### src/hw/rtl/sfr_pkg.sv
// Shared types and constants for the stream find-and-replace block.
package sfr_pkg;

  localparam int unsigned MaxPattern     = 8;
  localparam int unsigned MaxReplacement = 8;
  localparam int unsigned WinDepth       = MaxPattern - 1;
  localparam int unsigned LenW           = 4;
  localparam int unsigned WinCntW        = 3;
  localparam int unsigned CfgIdxW        = 2;
  localparam int unsigned CfgDataW       = 64;
  localparam int unsigned QDepth         = 2;
  localparam int unsigned QPtrW          = 1;

  typedef enum logic [CfgIdxW-1:0] {
    CfgPatBytes = 2'd0,
    CfgPatLen   = 2'd1,
    CfgRepBytes = 2'd2,
    CfgRepLen   = 2'd3
  } cfg_idx_e;

  typedef struct packed {
    logic [7:0] data_byte;
    logic       final_byte;
  } in_item_t;

  typedef struct packed {
    logic [7:0] out_byte;
    logic       run_last;
    logic       stream_end;
  } out_item_t;

  // Register values after range limiting.
  typedef struct packed {
    logic [8*MaxPattern-1:0]     pat_bytes;
    logic [LenW-1:0]             pat_len;
    logic [8*MaxReplacement-1:0] rep_bytes;
    logic [LenW-1:0]             rep_len;
  } cfg_t;

  // One request from the front to the back: literal bytes first, then replacement bytes.
  typedef struct packed {
    logic [8*MaxPattern-1:0] lits;
    logic [LenW-1:0]         lit_cnt;
    logic [LenW-1:0]         rep_cnt;
    logic                    fin;
  } job_t;

  typedef struct packed {
    logic full;
    logic empty;
  } q_stat_t;

endpackage

### src/hw/rtl/sfr_front.sv
// Front end: accepts input bytes, tracks the pending prefix window and issues jobs.
module sfr_front (
  input  logic             clk_i,
  input  logic             rst_ni,
  input  logic             in_valid_i,
  output logic             in_stall_o,
  input  sfr_pkg::in_item_t in_data_i,
  input  logic             flush_i,
  input  sfr_pkg::cfg_t    cfg_i,
  input  sfr_pkg::q_stat_t q_stat_i,
  output logic             push_o,
  output sfr_pkg::job_t    job_o
);

  logic [7:0]                   win_q [sfr_pkg::WinDepth];
  logic [7:0]                   win_d [sfr_pkg::WinDepth];
  logic [sfr_pkg::WinCntW-1:0]  cnt_q, cnt_d;
  logic [7:0]                   cand [sfr_pkg::MaxPattern];
  logic [sfr_pkg::MaxPattern-1:0] ok;
  logic [sfr_pkg::WinCntW-1:0]  n;
  logic [sfr_pkg::LenW-1:0]     ntot, start, rest, lit_cnt, rep_cnt, plen_m1;
  logic                         match, accept, keep;

  assign in_stall_o = q_stat_i.full;
  assign accept     = in_valid_i && !in_stall_o;

  always_comb begin
    plen_m1 = cfg_i.pat_len - sfr_pkg::LenW'(1);
    n = cnt_q;
    if ({1'b0, cnt_q} > plen_m1) begin
      n = plen_m1[sfr_pkg::WinCntW-1:0];
    end
    ntot = {1'b0, n} + sfr_pkg::LenW'(1);

    // Held bytes followed by the new byte.
    for (int i = 0; i < int'(sfr_pkg::MaxPattern); i++) begin
      cand[i] = in_data_i.data_byte;
    end
    for (int i = 0; i < int'(sfr_pkg::WinDepth); i++) begin
      if (i < int'(n)) begin
        cand[i] = win_q[i];
      end
    end

    // ok[s]: the candidate tail from position s is a prefix of the pattern.
    for (int s = 0; s < int'(sfr_pkg::MaxPattern); s++) begin
      if (s >= int'(ntot)) begin
        ok[s] = 1'b1;
      end else begin
        ok[s] = (int'(ntot) - s) <= int'(cfg_i.pat_len);
        for (int i = 0; i < int'(sfr_pkg::MaxPattern) - s; i++) begin
          if ((s + i < int'(ntot)) && (cand[s+i] != cfg_i.pat_bytes[8*i +: 8])) begin
            ok[s] = 1'b0;
          end
        end
      end
    end

    start = ntot;
    for (int s = int'(sfr_pkg::MaxPattern) - 1; s >= 0; s--) begin
      if (ok[s] && s < int'(ntot)) begin
        start = sfr_pkg::LenW'(s);
      end
    end

    rest  = ntot - start;
    match = (rest == cfg_i.pat_len);
    keep  = !match && !in_data_i.final_byte;

    lit_cnt = (!match && in_data_i.final_byte) ? ntot : start;
    rep_cnt = match ? cfg_i.rep_len : '0;

    for (int j = 0; j < int'(sfr_pkg::WinDepth); j++) begin
      win_d[j] = cand[sfr_pkg::WinCntW'(int'(start) + j)];
    end

    for (int i = 0; i < int'(sfr_pkg::MaxPattern); i++) begin
      job_o.lits[8*i +: 8] = cand[i];
    end
    job_o.lit_cnt = lit_cnt;
    job_o.rep_cnt = rep_cnt;
    job_o.fin     = in_data_i.final_byte;

    push_o = accept && ((lit_cnt + rep_cnt) != '0);

    cnt_d = cnt_q;
    if (flush_i) begin
      cnt_d = '0;
    end else if (accept) begin
      cnt_d = keep ? rest[sfr_pkg::WinCntW-1:0] : '0;
    end
  end

  always_ff @(posedge clk_i or negedge rst_ni) begin
    if (!rst_ni) begin
      cnt_q <= '0;
    end else begin
      cnt_q <= cnt_d;
    end
  end

  always_ff @(posedge clk_i) begin
    if (accept && keep) begin
      win_q <= win_d;
    end
  end

endmodule

### src/hw/rtl/sfr_queue.sv
// Short job queue between the front end and the output sequencer.
module sfr_queue (
  input  logic             clk_i,
  input  logic             rst_ni,
  input  logic             push_i,
  input  sfr_pkg::job_t    job_i,
  input  logic             pop_i,
  output sfr_pkg::job_t    head_o,
  output sfr_pkg::q_stat_t stat_o
);

  sfr_pkg::job_t              mem_q [sfr_pkg::QDepth];
  logic [sfr_pkg::QPtrW-1:0]  wr_ptr_q, wr_ptr_d, rd_ptr_q, rd_ptr_d;
  logic [sfr_pkg::QPtrW:0]    cnt_q, cnt_d;

  assign head_o       = mem_q[rd_ptr_q];
  assign stat_o.full  = (cnt_q == (sfr_pkg::QPtrW+1)'(sfr_pkg::QDepth));
  assign stat_o.empty = (cnt_q == '0);

  always_comb begin
    wr_ptr_d = push_i ? wr_ptr_q + sfr_pkg::QPtrW'(1) : wr_ptr_q;
    rd_ptr_d = pop_i ? rd_ptr_q + sfr_pkg::QPtrW'(1) : rd_ptr_q;
    cnt_d    = cnt_q;
    if (push_i && !pop_i) begin
      cnt_d = cnt_q + (sfr_pkg::QPtrW+1)'(1);
    end else if (pop_i && !push_i) begin
      cnt_d = cnt_q - (sfr_pkg::QPtrW+1)'(1);
    end
  end

  always_ff @(posedge clk_i or negedge rst_ni) begin
    if (!rst_ni) begin
      wr_ptr_q <= '0;
      rd_ptr_q <= '0;
      cnt_q    <= '0;
    end else begin
      wr_ptr_q <= wr_ptr_d;
      rd_ptr_q <= rd_ptr_d;
      cnt_q    <= cnt_d;
    end
  end

  always_ff @(posedge clk_i) begin
    if (push_i) begin
      mem_q[wr_ptr_q] <= job_i;
    end
  end

endmodule

### src/hw/rtl/sfr_back.sv
// Output sequencer: walks the head job one byte per cycle into the output register when unstalled.
module sfr_back (
  input  logic               clk_i,
  input  logic               rst_ni,
  input  sfr_pkg::job_t      head_i,
  input  sfr_pkg::q_stat_t   q_stat_i,
  input  sfr_pkg::cfg_t      cfg_i,
  output logic               pop_o,
  output logic               out_valid_o,
  input  logic               out_stall_i,
  output sfr_pkg::out_item_t out_data_o
);

  logic [2:0]               idx_q, idx_d, ridx;
  logic [sfr_pkg::LenW-1:0] total;
  logic                     load, last, out_valid_q, out_valid_d;
  sfr_pkg::out_item_t       out_data_q, out_data_d;

  always_comb begin
    total = head_i.lit_cnt + head_i.rep_cnt;
    load  = !q_stat_i.empty && (!out_valid_q || !out_stall_i);
    last  = ({1'b0, idx_q} == (total - sfr_pkg::LenW'(1)));
    ridx  = 3'({1'b0, idx_q} - head_i.lit_cnt);

    if ({1'b0, idx_q} < head_i.lit_cnt) begin
      out_data_d.out_byte = head_i.lits[{idx_q, 3'b000} +: 8];
    end else begin
      out_data_d.out_byte = cfg_i.rep_bytes[{ridx, 3'b000} +: 8];
    end
    out_data_d.run_last   = last;
    out_data_d.stream_end = last && head_i.fin;

    pop_o = load && last;
    idx_d = idx_q;
    if (load) begin
      idx_d = last ? '0 : idx_q + 3'd1;
    end
    out_valid_d = load ? 1'b1 : (out_valid_q && out_stall_i);
  end

  always_ff @(posedge clk_i or negedge rst_ni) begin
    if (!rst_ni) begin
      idx_q       <= '0;
      out_valid_q <= 1'b0;
    end else begin
      idx_q       <= idx_d;
      out_valid_q <= out_valid_d;
    end
  end

  always_ff @(posedge clk_i) begin
    if (load) begin
      out_data_q <= out_data_d;
    end
  end

  assign out_valid_o = out_valid_q;
  assign out_data_o  = out_data_q;

endmodule

### src/hw/rtl/stream_find_and_replace.sv
// Top level of the stream find-and-replace block with its configuration registers.
// The first result of an input byte goes through the job queue and the output register.
// Results leave the output sequencer at one byte per cycle unless the output stalls; an
// input produces zero to eight results, and input is taken every cycle while the two-entry
// job queue has room. Reset is asynchronous and active low: it empties the window, the
// queue and the output register and sets pattern length 1, all other registers zero.
module stream_find_and_replace (
  input  logic                           clk_i,
  input  logic                           rst_ni,
  input  logic                           in_valid_i,
  output logic                           in_stall_o,
  input  sfr_pkg::in_item_t              in_data_i,
  output logic                           out_valid_o,
  input  logic                           out_stall_i,
  output sfr_pkg::out_item_t             out_data_o,
  input  logic                           cfg_valid_i,
  output logic                           cfg_ready_o,
  input  logic [sfr_pkg::CfgIdxW-1:0]    cfg_index_i,
  input  logic [sfr_pkg::CfgDataW-1:0]   cfg_data_i
);

  logic [8*sfr_pkg::MaxPattern-1:0]     pat_bytes_q;
  logic [sfr_pkg::LenW-1:0]             pat_len_q;
  logic [8*sfr_pkg::MaxReplacement-1:0] rep_bytes_q;
  logic [sfr_pkg::LenW-1:0]             rep_len_q;
  sfr_pkg::cfg_t                        cfg;
  sfr_pkg::cfg_idx_e                    cfg_idx;
  sfr_pkg::job_t                        job, head;
  sfr_pkg::q_stat_t                     q_stat;
  logic                                 cfg_wr, flush, push, pop;

  assign cfg_ready_o = 1'b1;
  assign cfg_wr      = cfg_valid_i && cfg_ready_o;
  assign cfg_idx     = sfr_pkg::cfg_idx_e'(cfg_index_i);
  assign flush       = cfg_wr && (cfg_idx == sfr_pkg::CfgPatBytes ||
                                  cfg_idx == sfr_pkg::CfgPatLen);

  always_ff @(posedge clk_i or negedge rst_ni) begin
    if (!rst_ni) begin
      pat_bytes_q <= '0;
      pat_len_q   <= sfr_pkg::LenW'(1);
      rep_bytes_q <= '0;
      rep_len_q   <= '0;
    end else if (cfg_wr) begin
      unique case (cfg_idx)
        sfr_pkg::CfgPatBytes: pat_bytes_q <= cfg_data_i;
        sfr_pkg::CfgPatLen:   pat_len_q   <= cfg_data_i[sfr_pkg::LenW-1:0];
        sfr_pkg::CfgRepBytes: rep_bytes_q <= cfg_data_i;
        sfr_pkg::CfgRepLen:   rep_len_q   <= cfg_data_i[sfr_pkg::LenW-1:0];
        default: ;
      endcase
    end
  end

  // A zero pattern length acts as one; lengths above the maximum saturate.
  always_comb begin
    cfg.pat_bytes = pat_bytes_q;
    cfg.rep_bytes = rep_bytes_q;
    cfg.pat_len   = pat_len_q;
    if (pat_len_q == '0) begin
      cfg.pat_len = sfr_pkg::LenW'(1);
    end else if (pat_len_q > sfr_pkg::LenW'(sfr_pkg::MaxPattern)) begin
      cfg.pat_len = sfr_pkg::LenW'(sfr_pkg::MaxPattern);
    end
    cfg.rep_len = rep_len_q;
    if (rep_len_q > sfr_pkg::LenW'(sfr_pkg::MaxReplacement)) begin
      cfg.rep_len = sfr_pkg::LenW'(sfr_pkg::MaxReplacement);
    end
  end

  sfr_front u_front (
    .clk_i      (clk_i),
    .rst_ni     (rst_ni),
    .in_valid_i (in_valid_i),
    .in_stall_o (in_stall_o),
    .in_data_i  (in_data_i),
    .flush_i    (flush),
    .cfg_i      (cfg),
    .q_stat_i   (q_stat),
    .push_o     (push),
    .job_o      (job)
  );

  sfr_queue u_queue (
    .clk_i  (clk_i),
    .rst_ni (rst_ni),
    .push_i (push),
    .job_i  (job),
    .pop_i  (pop),
    .head_o (head),
    .stat_o (q_stat)
  );

  sfr_back u_back (
    .clk_i       (clk_i),
    .rst_ni      (rst_ni),
    .head_i      (head),
    .q_stat_i    (q_stat),
    .cfg_i       (cfg),
    .pop_o       (pop),
    .out_valid_o (out_valid_o),
    .out_stall_i (out_stall_i),
    .out_data_o  (out_data_o)
  );

  // The end of the text always closes the request's run of results.
  assert property (@(posedge clk_i) disable iff (!rst_ni)
    out_valid_o && out_data_o.stream_end |-> out_data_o.run_last)
    else $error("stream_end without run_last");

  assert property (@(posedge clk_i) disable iff (!rst_ni)
    !(q_stat.full && q_stat.empty))
    else $error("job queue both full and empty");

  assert property (@(posedge clk_i) disable iff (!rst_ni)
    push |-> !q_stat.full)
    else $error("job pushed into a full queue");

  assert property (@(posedge clk_i) disable iff (!rst_ni)
    pop |-> !q_stat.empty)
    else $error("job popped from an empty queue");

endmodule
### config.mk
export PLATFORM = sky130hd
export DESIGN_NAME = stream_find_and_replace
export DESIGN_NICKNAME = d
export VERILOG_FILES = /design/src/hw/rtl/sfr_pkg.sv /design/src/hw/rtl/sfr_front.sv /design/src/hw/rtl/sfr_queue.sv /design/src/hw/rtl/sfr_back.sv /design/src/hw/rtl/stream_find_and_replace.sv
export SDC_FILE = /design/constraint.sdc
export NUM_CORES = 1
export LEC_CHECK = 0
export ABC_AREA = 0
export BUFFER_PORTS_ARGS = -buffer_cell sky130_fd_sc_hd__buf_2
export CORE_ASPECT_RATIO = 0.9
export CORE_MARGIN = 3
export CORE_UTILIZATION = 30
export CTS_BUF_LIST = sky130_fd_sc_hd__clkbuf_4 sky130_fd_sc_hd__clkbuf_8
export DETAILED_ROUTE_END_ITERATION = 12
export SYNTH_ARGS = -nofsm -noshare
export SYNTH_HDL_FRONTEND = slang
export SYNTH_SLANG_ARGS = --single-unit
### constraint.sdc
create_clock -name clk_i -period 14.3 [get_ports clk_i]
set_input_delay 2.145 -clock clk_i [delete_from_list [all_inputs] [get_ports clk_i]]
set_output_delay 2.145 -clock clk_i [all_outputs]
set_load 0.01 [all_outputs]
==> impl_metrics.csv <==
group,metric,value,unit
global_route,grt_pass1_vias,18100,
routing,post_drt_via_cell_ratio,5.58,
synthesis,synthCells,2088,
clock_tree,ctsResizeCount,0,
place,gp_congestion,1.02,
sta,final_max_slew_viol_count,0,
synthesis,synth_seq_area_share,42.3,%
synthesis,synth_top_cells_by_count,"212 x edfxtp_1, 160 x mux2i_1, 159 x mux2_2",
synthesis,synthMuxAreaShare,21.6,%
clock_tree,cts_made_buffers,60,
synthesis,synth_edf_count,212,
sta,grt_setup_unrepaired,"false",
setup_path,cpMostUsedCell,"ha_1",
routing,antenna_left,0,
die,fp.coreArea,78200,um2
sta,tightest_slew,1.25,ns
clock_tree,cts_tree,"done",
clock_tree,h-tree-depth,2,
cells_and_area,nNetsFinal,2265,
synthesis,synthArstFlopShare,40.9,%
global_route,grt_pass1_wl,128,mm
routing,vias,17900,
synthesis,yosysWarningCount,0,
synthesis,syn_avg_cell_area,11.4,um2
routing,drt-total-wl,88.2,mm
setup_path,reg2reg_from,"pat_len_q[1]",
setup_path,critical-path-slowest-cell,"nor3b_1",
synthesis,synth_xor_xnor_area_share,8.47,%
sta,finalCritPeriodShare,86.5,%
die,ios,93,
clock_tree,clock_sinks,359,
synthesis,synth_fa_ha_area_share,3.29,%
place,hpwlAfterDp,65.4,mm
sta,setup_viol,0,
setup_path,cp_max_fo,73,
setup_path,worst_setup_path_end_kind,"flip-flop",
clock_tree,ctsRootBufferMaster,"clkbuf_8",
synthesis,ys_ff_latch,359,
cells_and_area,area_growth,11.2,%
hold_path,hold_depth,2,
clock_tree,clk_pin_slew_worst_paths,0.06,ns
setup_path,reg2regPathDepth,35,
setup_path,regToRegSetupSlack,1.93,ns
setup_path,crit_type,"flip-flop to flip-flop",
clock_tree,insertion_delay,0.70,ns
sta,slew_headroom,16.7,%
place,port_buffers,91,
setup_path,startpoint_type,"flip-flop",
die,num_rows,97,
sta,hold_violations,0,
routing,drtIter0Drc,1557,
synthesis,synthFlopType,"edfxtp_1",
clock_tree,post_cts_buffers,0,
synthesis,synth-compound-area-share,10.1,%
setup_path,worstPathArrival,12.65,ns
synthesis,synth.top_cell.area_share,26.8,%
setup_path,max_stage_delay,0.80,ns
routing,drcViolationCount,0,
global_route,antenna_found_initial,5,
clock_tree,hold_buffers,0,
clock_tree,cts_buffer_depth,3,
cells_and_area,drive_above_1_share,23.7,%
sta,worst_clock_skew,0.0466,ns
die,die_h,273,um
sta,fmax,80.8,MHz
synthesis,syn_nets,2228,
synthesis,yosysMostFrequentCell,"edfxtp_1",
die,start_util,30.4,%
synthesis,synth_top_cell_by_area,"edfxtp_1",
setup_path,reg2reg_to,"u_queue.mem_q[0][54]",
synthesis,netlist_area,23800,um2
sta,fin_crit,12.37,ns
setup_path,worstSetupStartpoint,"pat_len_q[1]",
die,die-area,82600,um2
synthesis,synthTopCellsByArea,"edfxtp_1 27%, dfrtp_1 15%, mux2_2 7.5%, mux4_2 6.8%, mux2i_1 6.7%",
synthesis,synth_top_family_by_area,"multiplexers",
global_route,grt_max_degree,81,
hold_path,hp-start,"u_queue.cnt_q[1]",
global_route,grt_use_total,21.0,%
setup_path,cp.required,14.57,ns
synthesis,synthSimpleGateAreaFrac,9.38,%
routing,drtPass1Iterations,5,
hold_path,hp-class,"flip-flop to flip-flop",
hold_path,holdPathEnd,"u_back.out_valid_o",
status,status,"finished clean",
sta,hold_ws,0.490,ns
sta,tns,0,ns
routing,wire_per_inst,27.5,um
run,maxCapViolCount,0,
global_route,grt-ovfl-total,0,
synthesis,yosys.cell_types.count,100,
die,die_width,303,um
==> state kept, by name (all words and copies together) (netlist names) <==
name / cells
pat_len_q: 4
rep_len_q: 4
u_queue.wr_ptr_q: 1
u_queue.cnt_q: 2
rep_bytes_q: 64
u_back.out_data_o: 10
pat_bytes_q: 64
u_back.idx_q: 3
u_queue.rd_ptr_q: 1
u_front.cnt_q: 3
u_back.out_valid_o: 1
u_front.win_q: 56
u_queue.mem_q: 146
==> worst max-delay path, delay by kind of cell, from the launching register on <==
family	cells	cell delay [ns]
and+or+nand+nor	10	4.06
AOI/OAI and AO/OA	10	3.12
adders and majority gates	5	1.49
buffers and inverters	5	1.22
xor gates and xnor gates	4	1.07
DFF	1	0.51
muxes	1	0.31
==> stage by stage <==
stage	cell area, um2	instances	utilization [%]	setup slack (ns)
floorplan	23800	2088	-	-0.772
global placement	25200	3102	32.2	2.39
detailed placement	25200	3102	32.2	2.11
CTS	26400	3205	33.8	2.15
global route	26400	3206	33.8	1.09
finish	26400	3208	33.8	1.93
==> metal layers <==
metal / up-vias / global-route usage (%) / wire length [um]
met5: - / 0 / 34
met4: 4 / 10.4 / 5030
met3: 224 / 3.53 / 5980
met2: 766 / 33.2 / 39900
met1: 9122 / 27.8 / 37200
li1: 7787 / - / -
==> logic make-up after synthesis <==
logic type | Yosys count
and+or+nand+nor | 419
xor gates and xnor gates | 228
AOI/OAI and AO/OA | 348
muxes | 399
other | 1
buffers and inverters | 274
adders and majority gates | 60
DFF | 359
==> cell type report <==
cell class / instances / area, um2
diodes: 3 / 7.51
clock buffers: 86 / 1050
clock inverters: 17 / 201
fillers: 7809 / 51700
inverters: 112 / 423
multi-input cells: 1455 / 12600
flip-flops and latches: 359 / 10000
well taps: 1039 / 1300
repair buffers: 137 / 807
==> placed cells by master, fill, tap and decap left out, types with 7 or more instances in the layout <==
cell,synthesis,routed
or4_1,11,11
a211o_1,8,8
ha_1,56,56
mux2i_2,8,8
o211ai_1,13,13
nor4_1,43,43
and3_1,52,52
mux2i_1,160,160
clkinv_2,0,7
nand2_1,88,88
nand3_1,34,34
xnor2_1,137,137
a211oi_1,12,10
and2_1,7,7
dfrtp_1,146,145
mux4_2,72,72
nor2_1,79,79
clkbuf_4,0,21
edfxtp_1,212,212
nor2b_1,16,15
o21ai_1,12,13
inv_1,106,106
a21o_1,8,8
buf_4,8,46
nand2b_1,12,12
nor3_1,20,19
o21ai_0,64,63
xor2_1,89,89
nand4_1,26,26
buf_2,25,90
o22ai_1,7,7
clkbuf_8,0,65
mux2_2,159,159
a21oi_1,118,118
==> how the worst max path moves through the flow <==
stage / to / slack (ns) / cells past startpoint
2_1_floorplan: u_queue.mem_q[0][0] / -0.77 / 40
3_3_place_gp: u_queue.mem_q[0][55] / 2.39 / 36
3_5_place_dp: u_queue.mem_q[0][31] / 2.11 / 36
4_1_cts: u_queue.mem_q[0][71] / 2.15 / 35
5_1_grt: u_queue.mem_q[0][30] / 1.09 / 37
6_report: u_queue.mem_q[0][54] / 1.93 / 35
Power is left out: the tool's default activity adds up to more than one toggle a clock period on the data nets, which glitch-free logic cannot reach.
